<file path="src/hdl/websocket_frame_deframer_defines.svh">
// Assertion macros for the WebSocket frame deframer.
// Used by the RTL modules that carry concurrent assertions; needs clock and reset in scope.
`ifndef WEBSOCKET_FRAME_DEFRAMER_DEFINES_SVH
`define WEBSOCKET_FRAME_DEFRAMER_DEFINES_SVH

// Check that a condition implies a consequence in the same cycle.
`define WSFD_ASSERT_SAME(label, cond, cons, msg) \
   label: assert property (@(posedge clock) disable iff (reset) (cond) |-> (cons)) \
      else $error(msg);

// Check that a condition implies a consequence in the following cycle.
`define WSFD_ASSERT_NEXT(label, cond, cons, msg) \
   label: assert property (@(posedge clock) disable iff (reset) (cond) |=> (cons)) \
      else $error(msg);

`endif

</file>
<file path="src/hdl/wsfd_pkg.sv">
// Shared types and constants of the WebSocket frame deframer.
// No dependencies; imported by every module of the block.
`default_nettype none

package wsfd_pkg;

   // Configuration port
   localparam int CSR_ADDR_W = 3;
   localparam int CSR_DATA_W = 32;
   localparam logic [0:0]            REG_MAX_PAYLOAD_LEN = 1'b0;
   localparam logic [CSR_DATA_W-1:0] LIMIT_RESET         = 32'd2048;

   // Header decoding
   localparam logic [6:0] LEN_EXT16 = 7'd126;
   localparam logic [6:0] LEN_EXT64 = 7'd127;
   // Bytes still expected in a multi-byte header field, minus one
   localparam logic [2:0] EXT16_CNT = 3'd1;
   localparam logic [2:0] EXT64_CNT = 3'd7;
   localparam logic [2:0] KEY_CNT   = 3'd3;

   typedef struct packed {
      logic [7:0] data_byte;
      logic       has_data;
      logic       last_of_frame;
      logic       fin_flag;
      logic [3:0] frame_opcode;
      logic       was_masked;
      logic       over_limit;
   } rsp_type;

endpackage

`default_nettype wire

</file>
<file path="src/hdl/wsfd_csr.sv">
// APB-style register file of the deframer: holds the payload length limit.
// Depends on wsfd_pkg.
`default_nettype none

module wsfd_csr
   import wsfd_pkg::*;
(
   input  wire logic                  clock,
   input  wire logic                  reset,
   input  wire logic                  psel,
   input  wire logic                  penable,
   input  wire logic                  pwrite,
   input  wire logic [CSR_ADDR_W-1:0] paddr,
   input  wire logic [CSR_DATA_W-1:0] pwdata,
   output logic      [CSR_DATA_W-1:0] prdata,
   output logic                       pready,
   output logic      [CSR_DATA_W-1:0] max_len
);

   logic [CSR_DATA_W-1:0] max_len_ff;
   logic [CSR_DATA_W-1:0] max_len_in;
   logic                  hit;

   assign hit    = (paddr[CSR_ADDR_W-1] == REG_MAX_PAYLOAD_LEN);
   assign pready = 1'b1;

   always_comb begin
      max_len_in = max_len_ff;
      if (psel && penable && pwrite && hit) begin
         max_len_in = pwdata;
      end
   end

   always_ff @(posedge clock) begin
      if (reset) begin
         max_len_ff <= LIMIT_RESET;
      end else begin
         max_len_ff <= max_len_in;
      end
   end

   assign prdata  = hit ? max_len_ff : '0;
   assign max_len = max_len_ff;

endmodule

`default_nettype wire

</file>
<file path="src/hdl/wsfd_parser.sv">
// Frame header state machine and payload unmasking, one stream byte per step.
// Depends on wsfd_pkg and websocket_frame_deframer_defines.svh.
`default_nettype none
`include "websocket_frame_deframer_defines.svh"

module wsfd_parser
   import wsfd_pkg::*;
(
   input  wire logic                  clock,
   input  wire logic                  reset,
   input  wire logic                  step_en,
   input  wire logic [7:0]            byte_in,
   input  wire logic [CSR_DATA_W-1:0] max_len,
   output logic                       res_valid,
   output rsp_type                    res
);

   localparam logic [2:0] PH_HDR0 = 3'd0;
   localparam logic [2:0] PH_HDR1 = 3'd1;
   localparam logic [2:0] PH_EXT  = 3'd2;
   localparam logic [2:0] PH_KEY  = 3'd3;
   localparam logic [2:0] PH_PAY  = 3'd4;

   logic [2:0]  phase_ff, phase_in;
   logic        fin_ff, fin_in;
   logic [3:0]  opcode_ff, opcode_in;
   logic        mask_ff, mask_in;
   logic [63:0] length_ff, length_in;
   logic [31:0] key_ff, key_in;
   logic [2:0]  count_ff, count_in;
   logic [63:0] remain_ff, remain_in;
   logic [1:0]  key_idx_ff, key_idx_in;

   logic        len_done;
   logic        hdr_done;
   logic        emit;
   logic        has_data;
   logic        last;
   logic [7:0]  data;
   logic [7:0]  key_byte;

   always_comb begin
      unique case (key_idx_ff)
         2'd0:    key_byte = key_ff[31:24];
         2'd1:    key_byte = key_ff[23:16];
         2'd2:    key_byte = key_ff[15:8];
         default: key_byte = key_ff[7:0];
      endcase
   end

   always_comb begin
      phase_in   = phase_ff;
      fin_in     = fin_ff;
      opcode_in  = opcode_ff;
      mask_in    = mask_ff;
      length_in  = length_ff;
      key_in     = key_ff;
      count_in   = count_ff;
      remain_in  = remain_ff;
      key_idx_in = key_idx_ff;
      len_done   = 1'b0;
      hdr_done   = 1'b0;
      emit       = 1'b0;
      has_data   = 1'b0;
      last       = 1'b0;
      data       = '0;

      unique case (phase_ff)
         PH_HDR1: begin
            mask_in   = byte_in[7];
            length_in = '0;
            if (byte_in[6:0] == LEN_EXT16) begin
               count_in = EXT16_CNT;
               phase_in = PH_EXT;
            end else if (byte_in[6:0] == LEN_EXT64) begin
               count_in = EXT64_CNT;
               phase_in = PH_EXT;
            end else begin
               length_in = {57'd0, byte_in[6:0]};
               len_done  = 1'b1;
            end
         end
         PH_EXT: begin
            length_in = {length_ff[55:0], byte_in};
            if (count_ff == '0) begin
               len_done = 1'b1;
            end else begin
               count_in = count_ff - 3'd1;
            end
         end
         PH_KEY: begin
            key_in = {key_ff[23:0], byte_in};
            if (count_ff == '0) begin
               hdr_done = 1'b1;
            end else begin
               count_in = count_ff - 3'd1;
            end
         end
         PH_PAY: begin
            emit       = 1'b1;
            has_data   = 1'b1;
            last       = (remain_ff == 64'd1);
            data       = mask_ff ? (byte_in ^ key_byte) : byte_in;
            remain_in  = remain_ff - 64'd1;
            key_idx_in = key_idx_ff + 2'd1;
            if (last) begin
               phase_in = PH_HDR0;
            end
         end
         default: begin
            // First header byte; unused codes land here too
            fin_in    = byte_in[7];
            opcode_in = byte_in[3:0];
            phase_in  = PH_HDR1;
         end
      endcase

      if (len_done) begin
         if (mask_in) begin
            key_in   = '0;
            count_in = KEY_CNT;
            phase_in = PH_KEY;
         end else begin
            hdr_done = 1'b1;
         end
      end

      if (hdr_done) begin
         key_idx_in = '0;
         remain_in  = length_in;
         if (length_in == '0) begin
            emit     = 1'b1;
            last     = 1'b1;
            phase_in = PH_HDR0;
         end else begin
            phase_in = PH_PAY;
         end
      end
   end

   always_ff @(posedge clock) begin
      if (reset) begin
         phase_ff   <= PH_HDR0;
         fin_ff     <= 1'b0;
         opcode_ff  <= '0;
         mask_ff    <= 1'b0;
         length_ff  <= '0;
         key_ff     <= '0;
         count_ff   <= '0;
         remain_ff  <= '0;
         key_idx_ff <= '0;
      end else if (step_en) begin
         phase_ff   <= phase_in;
         fin_ff     <= fin_in;
         opcode_ff  <= opcode_in;
         mask_ff    <= mask_in;
         length_ff  <= length_in;
         key_ff     <= key_in;
         count_ff   <= count_in;
         remain_ff  <= remain_in;
         key_idx_ff <= key_idx_in;
      end
   end

   assign res_valid         = step_en && emit;
   assign res.data_byte     = data;
   assign res.has_data      = has_data;
   assign res.last_of_frame = last;
   assign res.fin_flag      = fin_in;
   assign res.frame_opcode  = opcode_in;
   assign res.was_masked    = mask_in;
   assign res.over_limit    = (length_in[63:32] != '0) || (length_in[31:0] > max_len);

   `WSFD_ASSERT_SAME(a_pay_emits, step_en && (phase_ff == PH_PAY), res_valid && res.has_data, "payload byte gave no data word")
   `WSFD_ASSERT_SAME(a_hdr0_silent, step_en && (phase_ff == PH_HDR0), !res_valid, "first header byte gave a word")
   `WSFD_ASSERT_NEXT(a_last_rearms, res_valid && res.last_of_frame, phase_ff == PH_HDR0, "frame end did not return to header")
   `WSFD_ASSERT_SAME(a_marker_empty, res_valid && !res.has_data, res.last_of_frame && (res.data_byte == '0) && (res.over_limit == 1'b0), "bad empty frame marker")

endmodule

`default_nettype wire

</file>
<file path="src/hdl/wsfd_outreg.sv">
// Result register of the deframer: holds one word until the receiver takes it.
// Depends on wsfd_pkg.
`default_nettype none

module wsfd_outreg
   import wsfd_pkg::*;
(
   input  wire logic    clock,
   input  wire logic    reset,
   input  wire logic    load,
   input  wire rsp_type load_data,
   output logic         slot_free,
   output logic         rsp_valid,
   input  wire logic    rsp_ready,
   output rsp_type      rsp_data
);

   logic    valid_ff, valid_in;
   rsp_type data_ff;

   // Slot is free when empty or being drained in this cycle
   assign slot_free = !valid_ff || rsp_ready;

   always_comb begin
      valid_in = valid_ff;
      if (load) begin
         valid_in = 1'b1;
      end else if (rsp_ready) begin
         valid_in = 1'b0;
      end
   end

   always_ff @(posedge clock) begin
      if (reset) begin
         valid_ff <= 1'b0;
      end else begin
         valid_ff <= valid_in;
      end
   end

   always_ff @(posedge clock) begin
      if (load) begin
         data_ff <= load_data;
      end
   end

   assign rsp_valid = valid_ff;
   assign rsp_data  = data_ff;

endmodule

`default_nettype wire

</file>
<file path="src/hdl/websocket_frame_deframer.sv">
// Top level of the WebSocket frame deframer: input register, parser, result register, CSR.
// Depends on wsfd_pkg, wsfd_csr, wsfd_parser and wsfd_outreg.
//
// Usage:
//  - req channel: one raw stream byte per word (req_in_byte), frames back to back.
//  - rsp channel: one word per payload byte, unmasked, with the frame's FIN bit,
//    opcode, mask flag and over-limit flag; a zero-length frame gives a single
//    marker word with has_data low. Header bytes give no word.
//  - CSR port (APB style, pready tied high): register 0 at byte address 0 holds
//    max_payload_len, reset 2048. Write it only while the block is idle.
//  - Path: an accepted byte waits in the input register, is decoded by the parser
//    and its word is loaded into the result register, which presents it on rsp.
//  - Throughput: one byte per cycle sustained while rsp_ready stays high; set by the
//    header state machine, whose state feeds back into the next byte's decode.
//  - Stall: while rsp_ready is low and a word waits, the parser holds and the input
//    register keeps one more byte; req_ready then drops. Nothing is dropped.
//  - Reset (synchronous, active high): empties both registers, returns the parser
//    to the first header byte and reloads the limit.
`default_nettype none

module websocket_frame_deframer
   import wsfd_pkg::*;
(
   input  wire logic                  clock,
   input  wire logic                  reset,
   // Input stream
   input  wire logic                  req_valid,
   output logic                       req_ready,
   input  wire logic [7:0]            req_in_byte,
   // Result stream
   output logic                       rsp_valid,
   input  wire logic                  rsp_ready,
   output logic      [7:0]            rsp_data_byte,
   output logic                       rsp_has_data,
   output logic                       rsp_last_of_frame,
   output logic                       rsp_fin_flag,
   output logic      [3:0]            rsp_frame_opcode,
   output logic                       rsp_was_masked,
   output logic                       rsp_over_limit,
   // Configuration
   input  wire logic                  psel,
   input  wire logic                  penable,
   input  wire logic                  pwrite,
   input  wire logic [CSR_ADDR_W-1:0] paddr,
   input  wire logic [CSR_DATA_W-1:0] pwdata,
   output logic      [CSR_DATA_W-1:0] prdata,
   output logic                       pready
);

   logic                  in_valid_ff, in_valid_in;
   logic [7:0]            in_byte_ff;
   logic                  slot_free;
   logic                  step_en;
   logic                  res_valid;
   rsp_type               res;
   rsp_type               rsp_data;
   logic [CSR_DATA_W-1:0] max_len;

   wsfd_csr u_csr (
      .clock   (clock),
      .reset   (reset),
      .psel    (psel),
      .penable (penable),
      .pwrite  (pwrite),
      .paddr   (paddr),
      .pwdata  (pwdata),
      .prdata  (prdata),
      .pready  (pready),
      .max_len (max_len)
   );

   // Advance the held byte whenever the result slot can take a word
   assign step_en   = in_valid_ff && slot_free;
   assign req_ready = !in_valid_ff || step_en;

   always_comb begin
      in_valid_in = in_valid_ff;
      if (req_valid && req_ready) begin
         in_valid_in = 1'b1;
      end else if (step_en) begin
         in_valid_in = 1'b0;
      end
   end

   always_ff @(posedge clock) begin
      if (reset) begin
         in_valid_ff <= 1'b0;
      end else begin
         in_valid_ff <= in_valid_in;
      end
   end

   // Capture the byte; payload needs no reset
   always_ff @(posedge clock) begin
      if (req_valid && req_ready) begin
         in_byte_ff <= req_in_byte;
      end
   end

   wsfd_parser u_parser (
      .clock     (clock),
      .reset     (reset),
      .step_en   (step_en),
      .byte_in   (in_byte_ff),
      .max_len   (max_len),
      .res_valid (res_valid),
      .res       (res)
   );

   wsfd_outreg u_outreg (
      .clock     (clock),
      .reset     (reset),
      .load      (res_valid),
      .load_data (res),
      .slot_free (slot_free),
      .rsp_valid (rsp_valid),
      .rsp_ready (rsp_ready),
      .rsp_data  (rsp_data)
   );

   assign rsp_data_byte     = rsp_data.data_byte;
   assign rsp_has_data      = rsp_data.has_data;
   assign rsp_last_of_frame = rsp_data.last_of_frame;
   assign rsp_fin_flag      = rsp_data.fin_flag;
   assign rsp_frame_opcode  = rsp_data.frame_opcode;
   assign rsp_was_masked    = rsp_data.was_masked;
   assign rsp_over_limit    = rsp_data.over_limit;

endmodule

`default_nettype wire

</file>
<file path="config.mk">
export PLATFORM = sky130hd
export DESIGN_NAME = websocket_frame_deframer
export DESIGN_NICKNAME = d
export VERILOG_FILES = /design/src/hdl/wsfd_pkg.sv /design/src/hdl/wsfd_csr.sv /design/src/hdl/wsfd_parser.sv /design/src/hdl/wsfd_outreg.sv /design/src/hdl/websocket_frame_deframer.sv
export VERILOG_INCLUDE_DIRS = /design/src /design/src/hdl
export SDC_FILE = /design/constraint.sdc
export NUM_CORES = 1
export LEC_CHECK = 0
export BUFFER_PORTS_ARGS = -buffer_cell sky130_fd_sc_hd__buf_2
export CAP_MARGIN = 5
export CORE_ASPECT_RATIO = 0.7
export CORE_MARGIN = 2
export CORE_UTILIZATION = 50
export DETAILED_ROUTE_END_ITERATION = 10
export GPL_ROUTABILITY_DRIVEN = 0
export PLACE_DENSITY_LB_ADDON = 0.2
export SYNTH_ARGS = -nofsm -noshare
export SYNTH_HDL_FRONTEND = slang
export SYNTH_HIERARCHICAL = 1
export SYNTH_SLANG_ARGS = --single-unit
export TNS_END_PERCENT = 100
</file>
<file path="constraint.sdc">
create_clock -name clock -period 4.6 [get_ports clock]
set_input_delay 0.46 -clock clock [delete_from_list [all_inputs] [get_ports clock]]
set_output_delay 0.46 -clock clock [all_outputs]
set_load 0.1 [all_outputs]
</file>
After elaboration in Yosys (flattened, before gate mapping)
Index checks and enable logic that the tools add are counted.
{"block": "totals", "reg_bits": 233, "latchBits": 0, "ramBits": 0, "romBits": 0, "output_inout_bits": 52, "elab_cells": 103, "mem_count": 0}
{"block": "op_classes", "add_sub_neg": 3, "n_mul": 0, "n_div": 0, "order_cmp": 1, "eq_ne": 9, "shift": 0, "mux": 47, "bitwise": 2, "reduce_logical": 21}
{"cell": "2-to-1 mux 64 bit", "count": 3}
{"cell": "2-to-1 mux 32 bit", "count": 4}
{"cell": "case mux 64 bit (2 select lines)", "count": 1}
{"cell": "equality test 64 x 1 -> 1 bit (second input constant)", "count": 1}
{"cell": "logical NOT 64 bit", "count": 1}
{"cell": "subtractor 64 x 1 -> 64 bit (second input constant)", "count": 1}
{"cell": "2-to-1 mux 3 bit", "count": 12}
{"cell": "greater-than comparator 32 bit", "count": 1}
{"cell": "nonzero test 32 bit", "count": 1}
{"cell": "case mux 8 bit (3 select lines)", "count": 1}
{"cell": "2-to-1 mux 1 bit", "count": 18}
{"cell": "equality test 7 bit (second input constant)", "count": 2}
{"cell": "case mux 3 bit (3 select lines)", "count": 1}
{"cell": "2-to-1 mux 8 bit", "count": 1}
{"cell": "XOR 8 bit", "count": 1}
{"cell": "2-to-1 mux 7 bit", "count": 1}
{"cell": "equality test 3 x 2 -> 1 bit (second input constant)", "count": 2}
{"cell": "logical AND 1 bit", "count": 6}
{"cell": "case mux 3 bit (2 select lines)", "count": 1}
{"cell": "nonzero test 2 bit", "count": 3}
{"cell": "2-to-1 mux 2 bit", "count": 2}
{"cell": "2-to-1 mux 4 bit", "count": 1}
{"cell": "OR reduction 4 bit", "count": 1}
{"cell": "equality test 3 x 1 -> 1 bit (second input constant)", "count": 1}
{"cell": "13 further kinds", "count": 16}

Logic depth before layout (Yosys ltp)
{"block": "logic_depth", "depth_word": 9, "mapped_depth": 14, "ltp_nobuf": 13}

Modules after synthesis
Netlist, hierarchy kept.
{"module": "wsfd_parser", "instances": 1, "cells_each": 1498, "area_per_inst_um2": 11106.9, "seq_area_each_um2": 3483.3}
{"module": "wsfd_csr", "instances": 1, "cells_each": 177, "area_per_inst_um2": 1691.6, "seq_area_each_um2": 640.6}
{"module": "wsfd_outreg", "instances": 1, "cells_each": 21, "area_per_inst_um2": 556.8, "seq_area_each_um2": 530.5}
{"module": "websocket_frame_deframer", "instances": 1, "cells_each": 14, "area_per_inst_um2": 302.8, "seq_area_each_um2": 260.2}

Worst setup path before layout
OpenSTA, ideal clock, no wires.
{"block": "synth_timing", "kind": "register to register", "from": "register u_parser.phase_ff[1]", "to": "register u_outreg.data_ff (netlist bit u_outreg/rsp_data[0]) (data pin)", "arrival_ns": 2.740, "t_required_ns": 4.341, "setup_slack_ns": 1.601, "path_stages_with_launch": 13, "path_buffers": 2, "period_less_slack_ns": 2.999, "path_cell_list": "dfxtp_1 -> a21o_1 -> clkbuf_1 -> buf_2 -> a221oi_1 -> inv_1 -> ha_1 -> or4_1 -> a21oi_1 -> a2111oi_0 -> or3_1 -> nor3_1 -> o21bai_1"}
{"item": "start: declaration", "line_no": "wsfd_parser.sv:24", "source": "logic [2:0] phase_ff, phase_in;"}
{"item": "start signal: assignment", "line_no": "wsfd_parser.sv:153", "source": "phase_ff <= phase_in;"}
{"item": "end signal: assignment", "line_no": "wsfd_outreg.sv:43", "source": "data_ff <= load_data;"}
{"item": "end: declaration", "line_no": "wsfd_outreg.sv:19", "source": "rsp_type data_ff;"}

Final worst setup path
{"block": "layout_timing", "from": "register u_parser.phase_ff[2]", "to": "register u_outreg.data_ff (netlist bit u_outreg/rsp_data[5]) (enable)"}
{"block": "layout_between", "elab_chain_len": 6}
{"item": "equality test 3 x 2 -> 1 bit or equality test 3 x 1 -> 1 bit (tied branches)", "line_no": "wsfd_parser.sv:68", "source": "unique case (phase_ff)"}
{"item": "case mux 64 bit (2 select lines) or 2-to-1 mux 1 bit (tied branches)", "line_no": "wsfd_parser.sv:68"}
{"item": "logical NOT 64 bit or 2-to-1 mux 1 bit (tied branches)", "line_no": "wsfd_parser.sv:131, wsfd_parser.sv:119"}
{"item": "2-to-1 mux 1 bit, on equally long branches", "line_no": "wsfd_parser.sv:131, wsfd_parser.sv:118"}
{"item": "2-to-1 mux 1 bit *", "line_no": "wsfd_parser.sv:128", "source": "if (hdr_done) begin"}
{"item": "logical AND 1 bit *", "line_no": "wsfd_parser.sv:165", "source": "assign res_valid = step_en && emit;"}
{"item": "via res_valid", "line_no": "websocket_frame_deframer.sv:54", "source": "logic res_valid;"}
Mark *: on every way through the listed nets, which the timed path passes. The rest lies on a longest branch.
A chain may end at the register's enable or synchronous reset.

==> results.toml <==
[yosys]
ys.flop_type = "dfxtp_1"
synth_area_um2 = 13700
ys_seq_elements = 233
yosys.cell_types.count = 80
synth_top_area_cell = "dfxtp_1"
yosys-top-cells-area = "dfxtp_1, edfxtp_1, nor2_1, nand2_1, a21oi_1"
async_reset_ff_share_pct = 0
syn_inst = 1710
synth_warnings = 6
ys_seq_area_share_pct = 36.0
synth_nets = 1800
synth-edff-count = 25
syn_avg_cell_area_um2 = 7.99
synth_top_area_share_pct = 30.5

[die]
initial_core_util_pct = 51.0
die_h_um = 142
die_area_um2 = 28700
coreArea_um2 = 26800
rows = 50
die_w_um = 202
ios = 102

[pwr]
seqPwrFrac_pct = 38.8
ir_drop_mv = 0.245
p_int_mw = 3.94
power.share.clock_pct = 40.1
p_per_area_nw_per_um2 = 363
p_comb_share_pct = 21.1
p_sw_share_pct = 30.2
switchingPower_mw = 1.71
p_leak_nw = 5.84

[cts]
numCtsBuffers = 26
clockBufferDepth = 3
hold_buffers = 0
clock-sinks = 233
htreeDepth = 1
post-cts-setup-buffer-count = 0
cts.clk_slew.worst_paths_ps = 60
cts_resized = 0
cts_root_buf = "clkbuf_16"
cts_tree = "built"
insertion_delay_ps = 540

[timing]
fin_crit_sh_pct = 86.4
setup_tns_ps = 0
finClkSkew_ps = 13.6
finalMaxSlewViolations = 0
fmax_mhz = 252
tightest_slew_ps = 1040
setup_viol = 0
rsz0062_at_grt = "false"
period_needed_ps = 3980
hold_viol_final = 0
max_slew_margin_pct = 30.9

[critical_path]
cp_cell_sequence = "a21o_1 > buf_4 > a221oi_1 > buf_4 > nand4_1 > nor4_1 > nand4_1 > nor4_2 > buf_4 > o21a_1 > buf_12"
crit_type = "reg -> reg"
cpMostUsedCell = "buf_4"
crit_family = "simple AND/OR/NAND/NOR gates"
slowest_delay_ps = 590
crit_slowest_cell = "nor4_1"
start_kind = "register"
cp.arrival_ps = 4210
required_ps = 4840
cp-end-kind = "register"
crit_fanout = 18
cp.buffers_inverters = 4

[grt]
grtUsageTotal_pct = 29.1
grt_pass1_wl_um = 66900
antenna_found_initial = 1
grt_max_degree = 111
grt_pass1_vias = 11945
overflow = 0

[placed_design]
dpl.hpwl_um = 30100
io_buffers = 98
place_inst = 2114

[status]
status = "complete, no violations"

[routing]
first_pass_iters = 6
vias = 13376
wl_per_cell_um = 20.0
drt_iter0_drc = 1636
drc = 0
drt_wl_total_um = 43200
via_per_inst = 6.19
antenna_left = 0

[finish]
layout_common_cells = "dfxtp_1, nor2_1, nand2_1"
fillers = 2493
layout.cells.non_filler = 2162
fin_nets = 1868
syn_to_final_growth_pct = 13.8
final_common_cell = "dfxtp_1"
layout-drive-gt1-share_pct = 14.3
n_antenna_cell = 0

[worst_hold_path]
hp-class = "in -> reg"

[job]
max_cap_violations = 0
[cell usage after synthesis (5+ instances only)]
master and number:
buf_1 6, o32ai_1 6, a21o_1 8, a221oi_1 49
dfxtp_1 208, nor4bb_1 19, nand2b_1 67, o22ai_1 5
a21oi_1 112, a211oi_1 65, buf_4 9, nor4_1 32
and3_1 6, nand4_1 31, ha_1 40, a31oi_1 11
inv_1 78, buf_2 16, nand2_1 160, mux2i_1 39
a22oi_1 32, nor3b_1 32, or4_1 12, o21ai_0 98
nor2b_1 69, edfxtp_1 25, clkbuf_1 97, xor2_1 6
a222oi_1 8, nand3_1 18, a32oi_1 8, o21a_1 9
nor2_1 189, o31ai_1 5, nor3_1 44, mux2_2 5
[layer usage]
| layer | vias up | part of all wire [%] | GRT usage [%] |
|---|---|---|---|
| met5 | - | 0.030 | 0 |
| met3 | 54 | 13 | 9.34 |
| met4 | 2 | 1.4 | 5.26 |
| li1 | 6324 | - | - |
| met2 | 677 | 40 | 40.5 |
| met1 | 6319 | 46 | 43.8 |
[power groups by stage]
stage / Clock (mW) / Combinational, mW / Sequential, mW
final: 2.26 / 1.19 / 2.19
after global routing: 2.37 / 1.29 / 2.20
after CTS: 2.29 / 1.15 / 2.19
after detailed placement: 0 / 1.15 / 2.23
after global placement: 0 / 1.13 / 2.23
after floorplan: 0 / 0.842 / 2.21
[sequential cells by signal (all words and copies together), names as in the netlist]
signal               flops
u_parser/key_ff         32
u_parser/key_idx_ff      2
u_parser/count_ff        3
u_outreg/rsp_data       17
in_byte_ff               8
in_valid_ff              1
u_parser/phase_ff        3
u_outreg/rsp_valid       1
u_parser/fin_ff          1
u_csr/max_len           32
u_parser/opcode_ff       4
u_parser/mask_ff         1
u_parser/remain_ff      64
u_parser/length_ff      64
[area by class of cell]
class / instances / area [µm²] / share of cell area [%]
Multi-Input combinational cell: 1261 / 7840 / 50.4
Tap cell: 364 / 455 / 2.93
Clock buffer: 35 / 726 / 4.67
Sequential cell: 233 / 4920 / 31.6
Timing Repair Buffer: 175 / 1110 / 7.16
Inverter: 81 / 304 / 1.96
Clock inverter: 13 / 190 / 1.22
[final timing paths]
kind,start,endpoint,slack (ps),cells past startpoint
max,u_parser/phase_ff[2],u_outreg/rsp_data[5],620,11
min,req_in_byte[2],in_byte_ff[2],100,1
max reg2reg,u_parser/phase_ff[2],u_outreg/rsp_data[5],620,11
min reg2reg,u_parser/key_ff[24],u_parser/key_ff[24],460,2
[metrics by stage]
step	area (µm²)	worst slack, ps	utilization, %	hold slack, ps	total power, mW
after CTS	15500	730	58.1	86.4	5.63
after global routing	15500	499	58.1	89.4	5.86
after detailed placement	14600	774	54.6	448	3.38
final	15500	624	58.1	103	5.65
after floorplan	13700	1600	-	427	3.05
after global placement	14600	894	54.6	441	3.36
[kinds of logic (layout without fill, tap and decap cells)]
| logic type | count (synthesis) | in the layout | share of synthesized area, % |
|---|---|---|---|
| compound gates | 445 | 445 | 21.4 |
| xor+xnor | 10 | 10 | 0.641 |
| fa+ha+maj | 40 | 40 | 3.66 |
| buf+inv | 216 | 304 | 6.89 |
| flops | 233 | 233 | 36.0 |
| mux | 44 | 44 | 3.27 |
| other cells | 1 | 1 | 0.0275 |
| simple gates | 721 | 721 | 28.2 |
Power figures use the tool's default switching activity.
